$ cat config.mk
export PLATFORM = sky130hd
export DESIGN_NAME = refcounted_palette_pool
export DESIGN_NICKNAME = d
export VERILOG_FILES = /design/src/rtl/core/rpp_pkg.sv /design/src/rtl/core/rpp_ram.sv /design/src/rtl/core/rpp_scan.sv /design/src/rtl/core/refcounted_palette_pool.sv
export SDC_FILE = /design/constraint.sdc
export NUM_CORES = 1
export LEC_CHECK = 0
export ABC_CLOCK_PERIOD_IN_PS = 4700
export BUFFER_PORTS_ARGS = -buffer_cell sky130_fd_sc_hd__buf_4
export CORE_MARGIN = 10
export CORE_UTILIZATION = 61
export CTS_CLUSTER_DIAMETER = 150
export DETAILED_ROUTE_END_ITERATION = 6
export PLACE_DENSITY = 0.86
export SYNTH_ARGS = -nofsm -noshare
export SYNTH_HDL_FRONTEND = slang
export SYNTH_SLANG_ARGS = --single-unit
$ cat constraint.sdc
create_clock -name clk -period 4.7 [get_ports clk]
set_input_delay 0.94 -clock clk [delete_from_list [all_inputs] [get_ports clk]]
set_output_delay 0.94 -clock clk [all_outputs]
set_load 0.1 [all_outputs]
$ cat src/rtl/core/rpp_pkg.sv
// rpp_pkg: shared constants, request codes and types of the palette pool
// no dependencies; used by rpp_scan and refcounted_palette_pool
package rpp_pkg;

    localparam int DEF_PALETTES = 8;
    localparam int DEF_SLOTS    = 8;

    localparam int KIND_W  = 2;
    localparam int SLOT_W  = 3;
    localparam int SHEET_W = 8;
    localparam int REFS_W  = 4;
    localparam int LINK_W  = 4;
    localparam int PAL_W   = 3;
    localparam int MASK_W  = 8;

    localparam int IN_DATA_W  = 16;
    localparam int OUT_DATA_W = 8;
    localparam int ENT_W      = SHEET_W + REFS_W;

    localparam logic [KIND_W-1:0] KIND_ACQUIRE = 2'd0;
    localparam logic [KIND_W-1:0] KIND_RELEASE = 2'd1;
    localparam logic [KIND_W-1:0] KIND_QUERY   = 2'd2;

    localparam logic [SHEET_W-1:0] NO_SHEET  = 8'hFF;
    localparam logic [LINK_W-1:0]  NO_ENTRY  = 4'hF;
    localparam logic [REFS_W-1:0]  REFS_MAX  = 4'hF;
    localparam logic [REFS_W-1:0]  REFS_ZERO = 4'h0;
    localparam logic [REFS_W-1:0]  REFS_ONE  = 4'h1;

    // outcome of one pass over the palette entries
    typedef struct packed {
        logic                match_found;
        logic [PAL_W-1:0]    match_idx;
        logic [REFS_W-1:0]   match_refs;
        logic                free_found;
        logic [PAL_W-1:0]    free_idx;
        logic                room;
    } scan_res_t;

endpackage

$ cat src/rtl/core/rpp_ram.sv
// rpp_ram: generic single-write, single-read memory with registered read data
// no dependencies
module rpp_ram #(
    parameter int WIDTH = 8,
    parameter int DEPTH = 8,
    parameter int AW    = (DEPTH > 1) ? $clog2(DEPTH) : 1
) (
    input  logic             clk,
    input  logic             we,
    input  logic [AW-1:0]    waddr,
    input  logic [WIDTH-1:0] wdata,
    input  logic             re,
    input  logic [AW-1:0]    raddr,
    output logic [WIDTH-1:0] rdata
);

    logic [WIDTH-1:0] mem [0:DEPTH-1];

    always_ff @(posedge clk)
    begin
        if (we)
        begin
            mem[waddr] <= wdata;
        end
        if (re)
        begin
            rdata <= mem[raddr];
        end
    end

endmodule

$ cat src/rtl/core/rpp_scan.sv
// rpp_scan: tracks the lowest matching and lowest free allowed entry, and whether any has room, during a pass
// depends on rpp_pkg
module rpp_scan (
    input  logic                        clk,
    input  logic                        rst_n,
    input  logic                        clr,
    input  logic                        en,
    input  logic [rpp_pkg::PAL_W-1:0]   idx,
    input  logic                        allowed,
    input  logic [rpp_pkg::REFS_W-1:0]  refs,
    input  logic                        sheet_hit,
    output rpp_pkg::scan_res_t          res
);
    import rpp_pkg::*;

    scan_res_t res_reg;
    scan_res_t res_next;
    logic      in_use;

    assign in_use = (refs != REFS_ZERO);
    assign res    = res_reg;

    always_comb
    begin
        res_next = res_reg;
        if (clr)
        begin
            res_next = '0;
        end
        else if (en && allowed)
        begin
            // entries arrive in rising order, so the first hit is the lowest
            if (in_use && sheet_hit && !res_reg.match_found)
            begin
                res_next.match_found = 1'b1;
                res_next.match_idx   = idx;
                res_next.match_refs  = refs;
            end
            if (!in_use && !res_reg.free_found)
            begin
                res_next.free_found = 1'b1;
                res_next.free_idx   = idx;
            end
            if (!in_use || sheet_hit)
            begin
                res_next.room = 1'b1;
            end
        end
    end

    always_ff @(posedge clk or negedge rst_n)
    begin
        if (!rst_n)
        begin
            res_reg <= '0;
        end
        else
        begin
            res_reg <= res_next;
        end
    end

endmodule

$ cat src/rtl/core/refcounted_palette_pool.sv
// refcounted_palette_pool: top level, request sequencer over the entry and slot memories
// depends on rpp_pkg, rpp_ram, rpp_scan
// sequence: acquire reads the slot link, the linked entry if any, scans all entries, commits
//   and responds; query scans and responds; release reads the slot link and the linked entry
//   if any; an unused kind, or an out-of-range slot on acquire or release, goes to response
// requests: one at a time; the next is accepted once the result is loaded into the output
//   register, which waits while a held result is not yet taken by m_tready
// reset: rst_n clears control state, the mask to all ones and all link and entry valid bits
module refcounted_palette_pool #(
    parameter int PALETTES = rpp_pkg::DEF_PALETTES,
    parameter int SLOTS    = rpp_pkg::DEF_SLOTS
) (
    input  logic                            clk,
    input  logic                            rst_n,
    // request stream
    input  logic                            s_tvalid,
    output logic                            s_tready,
    input  logic [rpp_pkg::IN_DATA_W-1:0]   s_tdata,   // slot[2:0], sheet_id[10:3], zero pad
    input  logic [rpp_pkg::KIND_W-1:0]      s_tuser,   // kind[1:0]
    // result stream
    output logic                            m_tvalid,
    input  logic                            m_tready,
    output logic [rpp_pkg::OUT_DATA_W-1:0]  m_tdata,   // ok[0], palette[3:1], fresh[4], zero pad
    // allowed entry mask write
    input  logic                            cfg_valid,
    output logic                            cfg_ready,
    input  logic [rpp_pkg::MASK_W-1:0]      cfg_data
);
    import rpp_pkg::*;

    localparam int PAW = (PALETTES > 1) ? $clog2(PALETTES) : 1;
    localparam int PCW = $clog2(PALETTES + 1);
    localparam int SAW = (SLOTS > 1) ? $clog2(SLOTS) : 1;

    // sequencer states
    localparam logic [2:0] ST_IDLE   = 3'd0;
    localparam logic [2:0] ST_SLOT   = 3'd1;
    localparam logic [2:0] ST_OLD    = 3'd2;
    localparam logic [2:0] ST_SCAN   = 3'd3;
    localparam logic [2:0] ST_COMMIT = 3'd4;
    localparam logic [2:0] ST_RESP   = 3'd5;

    logic [2:0]          state_reg, state_next;
    logic [KIND_W-1:0]   kind_reg, kind_next;
    logic [SLOT_W-1:0]   slot_reg, slot_next;
    logic [SHEET_W-1:0]  sheet_reg, sheet_next;
    logic [PAW-1:0]      rd_idx_reg;
    logic [PCW-1:0]      iss_cnt_reg, iss_cnt_next;
    logic                eval_vld_reg;
    logic                res_ok_reg, res_ok_next;
    logic [PAL_W-1:0]    res_pal_reg, res_pal_next;
    logic                res_fresh_reg, res_fresh_next;
    logic                m_valid_reg;
    logic [OUT_DATA_W-1:0] m_data_reg;
    logic [MASK_W-1:0]   mask_reg;
    logic [PALETTES-1:0] ent_vld_reg;
    logic [SLOTS-1:0]    slot_vld_reg;

    // memory ports
    logic               slot_we, slot_re;
    logic [SAW-1:0]     slot_waddr, slot_raddr;
    logic [LINK_W-1:0]  slot_wdata, slot_rdata;
    logic               ent_we, ent_re;
    logic [PAW-1:0]     ent_waddr, ent_raddr;
    logic [ENT_W-1:0]   ent_wdata, ent_rdata;

    logic               in_accept;
    logic [KIND_W-1:0]  in_kind;
    logic [SLOT_W-1:0]  in_slot;
    logic [SHEET_W-1:0] in_sheet;
    logic               in_slot_ok;
    logic [LINK_W-1:0]  old_link;
    logic [REFS_W-1:0]  rd_refs;
    logic [SHEET_W-1:0] rd_sheet;
    logic               scan_last;
    logic               out_load;
    scan_res_t          scan_res;

    assign in_kind   = s_tuser;
    assign in_slot   = s_tdata[SLOT_W-1:0];
    assign in_sheet  = s_tdata[SLOT_W +: SHEET_W];
    assign s_tready  = (state_reg == ST_IDLE);
    assign in_accept = s_tvalid && s_tready;
    assign cfg_ready = 1'b1;
    assign m_tvalid  = m_valid_reg;
    assign m_tdata   = m_data_reg;

    assign in_slot_ok = ({1'b0, in_slot} < LINK_W'(SLOTS));

    // entries and links never written read as their reset values
    assign old_link = slot_vld_reg[slot_reg[SAW-1:0]] ? slot_rdata : NO_ENTRY;
    assign rd_refs  = ent_vld_reg[rd_idx_reg] ? ent_rdata[REFS_W-1:0] : REFS_ZERO;
    assign rd_sheet = ent_vld_reg[rd_idx_reg] ? ent_rdata[REFS_W +: SHEET_W] : NO_SHEET;

    assign scan_last = eval_vld_reg && (rd_idx_reg == PAW'(PALETTES - 1));
    assign out_load  = (state_reg == ST_RESP) && (!m_valid_reg || m_tready);

    // sheet of each entry and its reference count
    rpp_ram #(
        .WIDTH (ENT_W),
        .DEPTH (PALETTES)
    ) u_entry_ram (
        .clk   (clk),
        .we    (ent_we),
        .waddr (ent_waddr),
        .wdata (ent_wdata),
        .re    (ent_re),
        .raddr (ent_raddr),
        .rdata (ent_rdata)
    );

    // palette entry linked to each display slot
    rpp_ram #(
        .WIDTH (LINK_W),
        .DEPTH (SLOTS)
    ) u_slot_ram (
        .clk   (clk),
        .we    (slot_we),
        .waddr (slot_waddr),
        .wdata (slot_wdata),
        .re    (slot_re),
        .raddr (slot_raddr),
        .rdata (slot_rdata)
    );

    rpp_scan u_scan (
        .clk       (clk),
        .rst_n     (rst_n),
        .clr       (state_reg == ST_IDLE),
        .en        (eval_vld_reg),
        .idx       (PAL_W'(rd_idx_reg)),
        .allowed   (mask_reg[rd_idx_reg]),
        .refs      (rd_refs),
        .sheet_hit (rd_sheet == sheet_reg),
        .res       (scan_res)
    );

    always_comb
    begin
        state_next     = state_reg;
        kind_next      = kind_reg;
        slot_next      = slot_reg;
        sheet_next     = sheet_reg;
        iss_cnt_next   = iss_cnt_reg;
        res_ok_next    = res_ok_reg;
        res_pal_next   = res_pal_reg;
        res_fresh_next = res_fresh_reg;

        slot_we    = 1'b0;
        slot_waddr = slot_reg[SAW-1:0];
        slot_wdata = NO_ENTRY;
        slot_re    = 1'b0;
        slot_raddr = in_slot[SAW-1:0];
        ent_we     = 1'b0;
        ent_waddr  = rd_idx_reg;
        ent_wdata  = {rd_sheet, rd_refs - REFS_ONE};
        ent_re     = 1'b0;
        ent_raddr  = iss_cnt_reg[PAW-1:0];

        unique case (state_reg)
            ST_IDLE:
            begin
                iss_cnt_next = '0;
                if (in_accept)
                begin
                    kind_next      = in_kind;
                    slot_next      = in_slot;
                    sheet_next     = in_sheet;
                    res_ok_next    = 1'b0;
                    res_pal_next   = '0;
                    res_fresh_next = 1'b0;
                    if ((in_kind == KIND_ACQUIRE || in_kind == KIND_RELEASE) && in_slot_ok)
                    begin
                        // fetch the slot's current link
                        slot_re    = 1'b1;
                        state_next = ST_SLOT;
                    end
                    else if (in_kind == KIND_QUERY)
                    begin
                        state_next = ST_SCAN;
                    end
                    else
                    begin
                        state_next = ST_RESP;
                    end
                end
            end
            ST_SLOT:
            begin
                if (old_link < LINK_W'(PALETTES))
                begin
                    // fetch the old entry to drop its reference
                    ent_re     = 1'b1;
                    ent_raddr  = old_link[PAW-1:0];
                    state_next = ST_OLD;
                end
                else
                begin
                    // stale or empty link: just unlink
                    slot_we    = 1'b1;
                    state_next = (kind_reg == KIND_ACQUIRE) ? ST_SCAN : ST_RESP;
                end
            end
            ST_OLD:
            begin
                slot_we = 1'b1;
                if (rd_refs != REFS_ZERO)
                begin
                    ent_we = 1'b1;
                    if (kind_reg == KIND_RELEASE)
                    begin
                        res_ok_next = 1'b1;
                    end
                end
                state_next = (kind_reg == KIND_ACQUIRE) ? ST_SCAN : ST_RESP;
            end
            ST_SCAN:
            begin
                // one entry read issued per cycle, evaluated in the cycle after
                if (iss_cnt_reg < PCW'(PALETTES))
                begin
                    ent_re       = 1'b1;
                    iss_cnt_next = iss_cnt_reg + PCW'(1);
                end
                if (scan_last)
                begin
                    if (kind_reg == KIND_QUERY)
                    begin
                        res_ok_next = scan_res.room || (mask_reg[rd_idx_reg]
                            && (rd_refs == REFS_ZERO || rd_sheet == sheet_reg));
                        state_next  = ST_RESP;
                    end
                    else
                    begin
                        state_next = ST_COMMIT;
                    end
                end
            end
            ST_COMMIT:
            begin
                if (scan_res.match_found)
                begin
                    // reuse an entry already holding this sheet, count saturates
                    ent_we         = 1'b1;
                    ent_waddr      = scan_res.match_idx[PAW-1:0];
                    ent_wdata      = {sheet_reg, (scan_res.match_refs == REFS_MAX) ?
                                      REFS_MAX : scan_res.match_refs + REFS_ONE};
                    slot_we        = 1'b1;
                    slot_wdata     = LINK_W'(scan_res.match_idx);
                    res_ok_next    = 1'b1;
                    res_pal_next   = scan_res.match_idx;
                end
                else if (scan_res.free_found)
                begin
                    // claim a free entry, it needs a load
                    ent_we         = 1'b1;
                    ent_waddr      = scan_res.free_idx[PAW-1:0];
                    ent_wdata      = {sheet_reg, REFS_ONE};
                    slot_we        = 1'b1;
                    slot_wdata     = LINK_W'(scan_res.free_idx);
                    res_ok_next    = 1'b1;
                    res_pal_next   = scan_res.free_idx;
                    res_fresh_next = 1'b1;
                end
                state_next = ST_RESP;
            end
            ST_RESP:
            begin
                if (out_load)
                begin
                    state_next = ST_IDLE;
                end
            end
            default:
            begin
                state_next = ST_IDLE;
            end
        endcase
    end

    always_ff @(posedge clk or negedge rst_n)
    begin
        if (!rst_n)
        begin
            state_reg    <= ST_IDLE;
            iss_cnt_reg  <= '0;
            eval_vld_reg <= 1'b0;
            m_valid_reg  <= 1'b0;
            mask_reg     <= '1;
            ent_vld_reg  <= '0;
            slot_vld_reg <= '0;
        end
        else
        begin
            state_reg    <= state_next;
            iss_cnt_reg  <= iss_cnt_next;
            // a scan read is evaluated the cycle after it is issued
            eval_vld_reg <= ent_re && (state_reg == ST_SCAN);
            if (cfg_valid)
            begin
                mask_reg <= cfg_data;
            end
            if (ent_we)
            begin
                ent_vld_reg[ent_waddr] <= 1'b1;
            end
            if (slot_we)
            begin
                slot_vld_reg[slot_waddr] <= 1'b1;
            end
            if (out_load)
            begin
                m_valid_reg <= 1'b1;
            end
            else if (m_tready)
            begin
                m_valid_reg <= 1'b0;
            end
        end
    end

    // payload registers
    always_ff @(posedge clk)
    begin
        kind_reg      <= kind_next;
        slot_reg      <= slot_next;
        sheet_reg     <= sheet_next;
        res_ok_reg    <= res_ok_next;
        res_pal_reg   <= res_pal_next;
        res_fresh_reg <= res_fresh_next;
        if (ent_re)
        begin
            rd_idx_reg <= ent_raddr;
        end
        if (out_load)
        begin
            m_data_reg <= {3'b000, res_fresh_reg, res_pal_reg, res_ok_reg};
        end
    end

    // entry memory is never read and written in the same cycle
    a_no_ent_overlap: assert property (@(posedge clk) disable iff (!rst_n)
        !(ent_we && ent_re))
        else $error("entry memory read and write overlap");

    // a decrement only happens on an entry that holds a reference
    a_no_underflow: assert property (@(posedge clk) disable iff (!rst_n)
        (state_reg == ST_OLD && ent_we) |-> (rd_refs != REFS_ZERO))
        else $error("reference count underflow");

    // an accepted request keeps the sequencer busy in the next cycle
    a_busy_after_accept: assert property (@(posedge clk) disable iff (!rst_n)
        in_accept |=> (state_reg != ST_IDLE))
        else $error("sequencer idle right after accept");

    // a fresh entry or a nonzero palette only comes with success
    a_result_consistent: assert property (@(posedge clk) disable iff (!rst_n)
        (m_valid_reg && (m_data_reg[4] || m_data_reg[3:1] != 3'd0)) |-> m_data_reg[0])
        else $error("result flags without success");

    // the commit step always follows a completed scan
    a_commit_after_scan: assert property (@(posedge clk) disable iff (!rst_n)
        (state_reg == ST_COMMIT) |-> ($past(state_reg) == ST_SCAN && $past(scan_last)))
        else $error("commit without a completed scan");

endmodule
==> out/metrics.sh, run 1 <==
TRITONCTS='done'
FMAXACHIEVABLE_GHz=0.2850
SYNTH_SEQ_CELLS=216
RSZ0062_AT_GRT='no'
FINALMAXSLEWVIOLATIONS=0
SETUP_VIOL=0
FINAL_CELL_COUNT_NO_FILL=880
DIE_H_UM=143.3
INSERTION_DELAY_NS=0.53
CELL_TYPES_OCCUPYING_THE_MOST_AREA_AFTER_SYNTHESIS='sky130_fd_sc_hd__edfxtp_1 (55%), sky130_fd_sc_hd__dfrtp_1 (10%), sky130_fd_sc_hd__mux2i_1 (9.0%)'
LAYOUT_CELL_SHARE_WITH_DRIVE_STRENGTH_BEYOND_1_PCT=18.06
WARNINGS_SYNTHESIS=0
POST-PLACE-CELLS=840
SYNTH_ADDER_AREA_SHARE_PCT=0.4045
AREA_GROWTH_SYN_TO_LAYOUT_PCT=12.55
HOLD_PATH.CLASS='reg2reg'
PLACE_HPWL_MM=11.89
GPL.FINAL_WEIGHTED_CONGESTION=0.8632
MOSTFREQUENTLAYOUTCELLS='sky130_fd_sc_hd__edfxtp_1 (170), sky130_fd_sc_hd__mux2i_1 (83), sky130_fd_sc_hd__nand2_1 (50)'
SYNTH.DISTINCT_CELLS=49
N_ANTENNA_CELL=0
CORE_FOOTPRINT_SQ_MM=0.01503
FINALCRITPERIODSHARE_PCT=74.66
MOSTFREQUENTLAYOUTCELL='sky130_fd_sc_hd__edfxtp_1'
END_KIND='register'
CLK_ROOT_BUFFER_CELL='sky130_fd_sc_hd__clkbuf_16'
GLOBAL_ROUTE.USAGE.TOTAL_PCT=18.68
RUN_STATUS='finished, violations left'
DRT_WL_TOTAL_MM=18.73
WORST_EP_REQUIRED_TIME_NS=4.95
TIMING.HOLD.WS_NS=0.4182
REPORT.FINAL.HOLD_VIOL_COUNT=0
PLACEMENTROWS=45
DRTITER0DRC=529
SLEW-LIMIT-HEADROOM_PCT=45.04
SYNTH_ASYNC_SR_FLOP_SHARE_PCT=21.30
WORST-SETUP-PATH-TYPE='reg2reg'
SYNTH_AREA_SQ_MM=0.009279
CRIT_PATH_MAX_FANOUT=22
WIRE_LENGTH_PER_CELL_AFTER_DETAILED_ROUTING_UM=21.28
POST_CTS_RESIZED=0
SYNTH_AREA_LEADER_CELL='sky130_fd_sc_hd__edfxtp_1'
MAX-CLOCK-PATH-BUFFERS=3
SYNTH-XOR-AREA-SHARE_PCT=0.6607
NUMBER_OF_ANTENNA_VIOLATIONS_AT_THE_FIRST_CHECK_IN_GLOBAL_ROUTING=0
LARGEST_REGISTER_FF_COUNT=96
CLOCK-SINKS=216
CTS_INSERTED_BUFFERS=22
SETUP_TNS_NS=0
POST-ROUTE-DRC-COUNT=5
CP_STARTPOINT_KIND='register'
DIE_AREA_SQ_MM=0.02054
DOMINANT_COMBINATIONAL_CELL_FAMILY_BY_AREA_AFTER_SYNTHESIS='multiplexers'
GRT_PASS1_VIAS=5586
FAILED_CHECKS='DRC'
FINAL_NETS=710
POST_SYNTH_INST_COUNT=639
GRT_FIRST_PASS_WIRELENGTH_MM=29.97
DRT_PRE_ANTENNA_ITERS=7
MAXCAPVIOLCOUNT=0
POSTCTSSETUPBUFFERS=0
WORST_SETUP_HOLD_PATH_CLK_SLEW_NS=0.06
NUMBER_OF_ENABLE_FLIP_FLOP_CELLS_AFTER_SYNTHESIS=170
FINALCRITICALPERIOD_NS=3.509
DOMINANTREGCELLSYNTH='sky130_fd_sc_hd__edfxtp_1'
CTS_HOLD_BUFFERS_ADDED=0
NUMBER_OF_I_O_PORT_BUFFERS=32
P_LEAK_nW=3.872
ANT_NETS=0
DIE_X_UM=143.3
TIMING.CRITICAL_PATH.ARRIVAL_NS=3.76
FINALCLOCKSKEW_NS=0.02629
GRT-OVFL-TOTAL=0
LARGEST_NET_DEGREE_AT_THE_START_OF_GLOBAL_ROUTING=50
FLOORPLAN.INITIALDENSITY_PCT=61.72
NETLIST.AREA_LEADER.SHARE_PCT=55.02
TIGHTESTPINTRANSITION_NS=0.8224
MAX-VDD-IR-DROP_mV=0.4229
SYNTH_COMPOUND_GATE_AREA_SHARE_PCT=5.407
AREA_SHARE_OF_AND_OR_NAND_NOR_CELLS_AFTER_SYNTHESIS_PCT=7.740
DESIGN.PORTCOUNT=42
SYN-MEAN-INSTANCE-AREA_SQ_UM=14.52
PWR_DENSITY_CELL_mW_PER_MM2=610.3
NFILLCELLS=938
YOSYS-MUX-AREA-FRACTION_PCT=15.66
DETAILROUTE.VIA_COUNT=5554
HTREE_NUM_LEVELS=1
SYNTH_SEQ_AREA_SHARE_PCT=67.53
DETAIL_ROUTE.VIAS_PER_CELL=6.311
[path summary, 6_finish.rpt]
check | start | end | slack [ns] | cells after the start
max | rd_idx_reg[0]$_DFFE_PP_ | u_entry_ram.mem[2][2]$_DFFE_PP_ | 1.19 | 12
min | res_fresh_reg$_DFFE_PP_ | m_tdata[4]$_DFFE_PP_ | 0.42 | 0
max in group asynchronous | rst_n | iss_cnt_reg[1]$_DFFE_PN0P_ | 3.85 | 1
min in group asynchronous | rst_n | slot_vld_reg[5]$_DFFE_PN0P_ | 0.43 | 1
max reg2reg | rd_idx_reg[0]$_DFFE_PP_ | u_entry_ram.mem[2][2]$_DFFE_PP_ | 1.19 | 12
min reg2reg | res_fresh_reg$_DFFE_PP_ | m_tdata[4]$_DFFE_PP_ | 0.42 | 0
[routing by layer]
layer	share of wire, %	up-vias	wire (um)	track usage, %
li1	-	2450	-	-
met1	41	2803	7614	24.06
met2	49	253	9136	30.89
met3	7.8	48	1469	4.059
met4	2.7	0	509	6.341
met5	0	-	0	0
[cell type report]
cell class	instances	area, sq um	area share [%]
sequential	216	6266	60.00
multi-input combinational	375	2805	26.86
clock buffer	26	575.6	5.511
timing repair buffer	46	357.8	3.426
tap	188	235.2	2.252
clock inverter	14	147.6	1.414
inverter	15	56.30	0.5391
[through the flow]
stage	utilization, %	area, sq um	setup WS (ns)	power [mW]
after floorplan	-	9286	1.055	4.179
after global placement	64.66	9721	1.314	4.555
after detailed placement	64.66	9721	1.236	4.658
after CTS	69.47	10440	1.213	6.377
after global routing	69.47	10440	0.9418	6.674
final	69.47	10440	1.191	6.374
[cell usage after synthesis, types with 7 or more instances]
| cell type | n |
|---|---|
| sky130_fd_sc_hd__a21oi_1 | 12 |
| sky130_fd_sc_hd__nand3_1 | 15 |
| sky130_fd_sc_hd__inv_1 | 13 |
| sky130_fd_sc_hd__nand2b_1 | 14 |
| sky130_fd_sc_hd__mux2i_1 | 83 |
| sky130_fd_sc_hd__dfstp_2 | 8 |
| sky130_fd_sc_hd__nor3_1 | 8 |
| sky130_fd_sc_hd__mux2_1 | 12 |
| sky130_fd_sc_hd__clkbuf_1 | 18 |
| sky130_fd_sc_hd__dfrtp_1 | 38 |
| sky130_fd_sc_hd__mux2_2 | 14 |
| sky130_fd_sc_hd__buf_2 | 7 |
| sky130_fd_sc_hd__mux4_2 | 14 |
| sky130_fd_sc_hd__o21ai_1 | 8 |
| sky130_fd_sc_hd__nand2_1 | 50 |
| sky130_fd_sc_hd__nor2_1 | 45 |
| sky130_fd_sc_hd__o21ai_0 | 23 |
| sky130_fd_sc_hd__o21bai_1 | 12 |
| sky130_fd_sc_hd__edfxtp_1 | 170 |
[critical path: stages (launching register included)]
cell                       delay [ns]
sky130_fd_sc_hd__edfxtp_1        0.62
sky130_fd_sc_hd__mux4_2          0.56
sky130_fd_sc_hd__mux2i_1         0.15
sky130_fd_sc_hd__buf_4           0.26
sky130_fd_sc_hd__inv_1           0.12
sky130_fd_sc_hd__and2_1          0.20
sky130_fd_sc_hd__inv_1           0.06
sky130_fd_sc_hd__ha_1            0.19
sky130_fd_sc_hd__o21ai_1         0.19
sky130_fd_sc_hd__a21oi_1         0.24
sky130_fd_sc_hd__nand2b_1        0.32
sky130_fd_sc_hd__nor3_2          0.09
sky130_fd_sc_hd__buf_4           0.24
[cells by family after synthesis]
logic type	after synthesis
adder cells (fa/ha/maj)	3
AND/OR/NAND/NOR	156
flip-flops	216
buffers and inverters	50
multiplexers	124
XOR/XNOR	7
other	2
AO/OA/AOI/OAI	81
[power by group]
group          leakage (nW)  switching (mW)  internal, mW
logic                  1.48            1.19         0.647
clock network         0.344           0.719         0.994
registers              2.05           0.211          2.61
No activity file was read; power rests on OpenSTA's default activity.
==> run 2: changes to the inputs <==
- ABC_AREA: default -> 1
- ABC_CLOCK_PERIOD_IN_PS: 4700 -> 3500
- clock period: 4.7 -> 3.5 ns (I/O delays scaled with it)
==> run 2 against run 1 <==
Against the previous run: the run now ends clean; core utilization grew 0.30 points; non-clock buffer count grew 7; final area grew 6.1%; sequential cell count is the same; cell count grew 48%; clock power grew 33%; global-route usage grew 0.25 points.
==> out/metrics.sh, run 2 <==
RUN_STATUS='finished, final reports clean'
MOSTFREQUENTLAYOUTCELL='sky130_fd_sc_hd__nand2_1'
POSTCTSSETUPBUFFERS=0  # unchanged
SYNTH_SEQ_CELLS=216  # unchanged
SYNTH.DISTINCT_CELLS=43  # -12%
RSZ0062_AT_GRT='no'
DIE_X_UM=147.5  # +2.9%
DIE_AREA_SQ_MM=0.02175  # +5.9%
SETUP_TNS_NS=0  # unchanged
POST_DP_CELL_AREA_SQ_MM=0.01036  # +6.6%
LARGEST_REGISTER_FF_COUNT=96  # unchanged
HOLD_PATH.CLASS='in2async'
NUMBER_OF_ENABLE_FLIP_FLOP_CELLS_AFTER_SYNTHESIS=170  # unchanged
WORST_R2R_ENDPOINT='u_entry_ram.mem[1][4]$_DFFE_PP_'
SYNTH_ASYNC_SR_FLOP_SHARE_PCT=21.30  # unchanged
MAXCAPVIOLCOUNT=0  # unchanged
GRT-OVFL-TOTAL=0  # unchanged
WARNINGS_SYNTHESIS=0  # unchanged
SYNTH-XOR-AREA-SHARE_PCT=0.2650  # -0.40 points
NFILLCELLS=1031  # +9.9%
TIGHTESTPINTRANSITION_NS=1.251  # +0.4285 ns
FF2FF_SETUP_SLACK_NS=0.25  # -0.94 ns
FINALCRITICALPERIOD_NS=3.252  # -0.2571 ns
LAUNCH_INSTANCE_OF_THE_WORST_REGISTER_TO_REGISTER_PATH='rd_idx_reg[0]$_DFFE_PP_'
WORST_EP_REQUIRED_TIME_NS=3.60  # -1.35 ns
FINAL_CRITICAL_PATH_SETUP_SLACK_NS=0.2479  # -0.9429 ns
TIMING.CRITICAL_PATH.ARRIVAL_NS=3.35  # -0.41 ns
CLK_ROOT_BUFFER_CELL='sky130_fd_sc_hd__clkbuf_16'
SYNTH_AREA_SQ_MM=0.009915  # +6.9%
POST_SYNTH_INST_COUNT=1026  # +61%
NETLIST.AREA_LEADER.SHARE_PCT=51.49  # -3.5 points
CLOCK-SINKS=216  # unchanged
DESIGN_AREA_SQ_MM=0.01108  # +6.1%
HTREE_NUM_LEVELS=1  # unchanged
CP-STARTPOINT='rd_idx_reg[0]$_DFFE_PP_'
NUMBER_OF_I_O_PORT_BUFFERS=32  # unchanged
SYNTH_MOST_COMMON_CELL='sky130_fd_sc_hd__nand2_1'
P_LEAK_nW=4.997  # +29%
FINAL_CELL_COUNT_NO_FILL=1303  # +48%
AREA_GROWTH_SYN_TO_LAYOUT_PCT=11.79
DOMINANT_COMBINATIONAL_CELL_FAMILY_BY_AREA_AFTER_SYNTHESIS='simple AND/OR/NAND/NOR gates'
YOSYS-MUX-AREA-FRACTION_PCT=0.4543  # -15 points
CORE_FOOTPRINT_SQ_MM=0.01589  # +5.7%
GLOBAL_ROUTE.USAGE.TOTAL_PCT=18.93  # +0.25 points
PWR_DENSITY_CELL_mW_PER_MM2=794.8  # +30%
CTS_HOLD_BUFFERS_ADDED=0  # unchanged
NUMBER_OF_ANTENNA_VIOLATIONS_AT_THE_FIRST_CHECK_IN_GLOBAL_ROUTING=0  # unchanged
WIRE_LENGTH_PER_CELL_AFTER_DETAILED_ROUTING_UM=16.20  # -24%
FINALCLOCKSKEW_NS=0.02152  # -0.004774 ns
GPL.FINAL_WEIGHTED_CONGESTION=0.8622  # -0.12%
WORST_SETUP_HOLD_PATH_CLK_SLEW_NS=0.06  # about the same
PLACEMENTROWS=46  # +2.2%
SYNTH_AREA_LEADER_CELL='sky130_fd_sc_hd__edfxtp_1'
FINAL_NETS=1105  # +56%
DETAILROUTE.VIA_COUNT=7027  # +27%
MOSTFREQUENTLAYOUTCELLS='sky130_fd_sc_hd__nand2_1 (273), sky130_fd_sc_hd__inv_1 (178), sky130_fd_sc_hd__edfxtp_1 (170)'
GRT_PASS1_VIAS=6933  # +24%
LAYOUT_CELL_SHARE_WITH_DRIVE_STRENGTH_BEYOND_1_PCT=11.87  # -6.2 points
REGAREA_SQ_MM=0.006266  # unchanged
SLEW-LIMIT-HEADROOM_PCT=16.30  # -29 points
MAX-VDD-IR-DROP_mV=0.4573  # +8.1%
LARGEST_NET_DEGREE_AT_THE_START_OF_GLOBAL_ROUTING=50  # unchanged
AREA_SHARE_OF_AND_OR_NAND_NOR_CELLS_AFTER_SYNTHESIS_PCT=21.08  # +13 points
ANT_NETS=0  # unchanged
FMAXACHIEVABLE_GHz=0.3075  # +7.9%
TIMING.HOLD.WS_NS=0.1949  # -0.2233 ns
PLACE_WS_NS=0.3080  # -0.9285 ns
SETUP_VIOL=0  # unchanged
FLOORPLAN.INITIALDENSITY_PCT=62.41  # +0.69 points
POST-ROUTE-DRC-COUNT=0  # -5
FINALMAXSLEWVIOLATIONS=0  # unchanged
DRT_PRE_ANTENNA_ITERS=5  # -2
WORST-SETUP-PATH-TYPE='reg2reg'
WORST_R2R_PATH_DEPTH=11  # -1
SYNTH_COMPOUND_GATE_AREA_SHARE_PCT=5.174  # -0.23 points
PLACE_HPWL_MM=13.71  # +15%
SYN-MEAN-INSTANCE-AREA_SQ_UM=9.663  # -33%
FINAL_UTIL_PCT=69.77  # +0.30 points
CRIT_PATH_MAX_FANOUT=16  # -27%
END_KIND='register'
TRITONCTS='done'
N_ANTENNA_CELL=0  # unchanged
MAX-CLOCK-PATH-BUFFERS=3  # unchanged
MULTIINPUTGATEAREA_SQ_MM=0.002726  # -2.8%
DRT_WL_TOTAL_MM=21.11  # +13%
SYNTH_SEQ_AREA_SHARE_PCT=63.20  # -4.3 points
DIE_H_UM=147.5  # +2.9%
CTS_INSERTED_BUFFERS=22  # unchanged
SYNTH_ADDER_AREA_SHARE_PCT=0.3786  # -0.026 points
DOMINANTREGCELLSYNTH='sky130_fd_sc_hd__edfxtp_1'
CP_STARTPOINT_KIND='register'
REPORT.FINAL.HOLD_VIOL_COUNT=0  # unchanged
DETAIL_ROUTE.VIAS_PER_CELL=5.393  # -15%
DESIGN.PORTCOUNT=42  # unchanged
CELL_TYPES_OCCUPYING_THE_MOST_AREA_AFTER_SYNTHESIS='sky130_fd_sc_hd__edfxtp_1 (51%), sky130_fd_sc_hd__nand2_1 (10%), sky130_fd_sc_hd__dfrtp_1 (9.6%)'
POST_CTS_RESIZED=0  # unchanged
NETLIST_TOP_CELLS_COUNT='sky130_fd_sc_hd__nand2_1 (273), sky130_fd_sc_hd__inv_1 (178), sky130_fd_sc_hd__edfxtp_1 (170)'
FINALCRITPERIODSHARE_PCT=92.92  # +18 points
DESIGN_POWER_TOTAL_mW=8.809  # +38%
DRTITER0DRC=728  # +38%
GRT_FIRST_PASS_WIRELENGTH_MM=33.62  # +12%
POST-PLACE-CELLS=1263  # +50%
INSERTION_DELAY_NS=0.50  # -0.03 ns
-- run 2: cell types whose count changed after synthesis, moves of 8 or more --
cell                       delta
sky130_fd_sc_hd__nand2_1    +223
sky130_fd_sc_hd__inv_1      +165
sky130_fd_sc_hd__mux2i_1     -83
sky130_fd_sc_hd__nand3_1     +67
sky130_fd_sc_hd__nor2_1      +41
sky130_fd_sc_hd__o21ai_0     +35
sky130_fd_sc_hd__mux4_2      -14
sky130_fd_sc_hd__nand2b_1    -14
sky130_fd_sc_hd__mux2_1      -12
sky130_fd_sc_hd__o21bai_1    -12
sky130_fd_sc_hd__clkbuf_1    -11
sky130_fd_sc_hd__mux2_2      -10
sky130_fd_sc_hd__nand4_1      +8
-- run 2: area by class of cell --
| class | count | area share, % |
|---|---|---|
| flip-flops and latches | 216 | 56.54 |
| multi-input cells | 592 | 24.60 |
| clock buffers | 35 | 6.254 |
| repair buffers | 53 | 3.590 |
| clock inverters | 5 | 0.2371 |
| well taps | 216 | 2.438 |
| inverters | 186 | 6.345 |
-- run 2: worst max path at each step --
stage / slack, ns / depth (start not counted) / endpoint
floorplan: 0.91 / 12 / u_entry_ram.mem[2][0]$_DFFE_PP_
global placement: 0.42 / 11 / u_entry_ram.mem[1][9]$_DFFE_PP_
detailed placement: 0.31 / 11 / u_entry_ram.mem[1][5]$_DFFE_PP_
CTS: 0.29 / 11 / u_entry_ram.mem[1][4]$_DFFE_PP_
global route: 0.12 / 11 / u_entry_ram.mem[7][4]$_DFFE_PP_
finish: 0.25 / 11 / u_entry_ram.mem[1][4]$_DFFE_PP_
-- run 2: cell families (layout without fill, tap and decap cells) --
family / after synthesis / count (layout)
muxes: 4 / 4
DFF: 216 / 216
and+or+nand+nor: 484 / 484
adders and majority gates: 3 / 3
xor gates and xnor gates: 3 / 3
buffers and inverters: 220 / 279
other: 2 / 4
AOI/OAI and AO/OA: 94 / 94
-- run 2: routing by layer --
metal  part of all wire (%)  track usage (%)  wire [um]
met4                    2.4            7.037        500
met2                     51            33.23      10680
met3                    8.2            3.114       1740
met5                      0                0          0
met1                     39            22.97       8188
-- run 2: report_power, final --
part	switching, mW	total [mW]	internal [mW]
combinational	2.08	2.86	0.784
clock	0.921	2.28	1.36
sequential	0.164	3.67	3.50
total	3.16	8.81	5.65
-- run 2: critical path, cell delays in order (launching register included) --
cell	delay [ns]
sky130_fd_sc_hd__edfxtp_1	0.60
sky130_fd_sc_hd__inv_6	0.09
sky130_fd_sc_hd__nand2_1	0.08
sky130_fd_sc_hd__nand3_1	0.11
sky130_fd_sc_hd__nand3_4	0.12
sky130_fd_sc_hd__nand2_2	0.06
sky130_fd_sc_hd__nor2_1	0.17
sky130_fd_sc_hd__inv_1	0.07
sky130_fd_sc_hd__ha_1	0.22
sky130_fd_sc_hd__nand2_2	0.14
sky130_fd_sc_hd__a21oi_2	0.19
sky130_fd_sc_hd__nor2_1	0.99
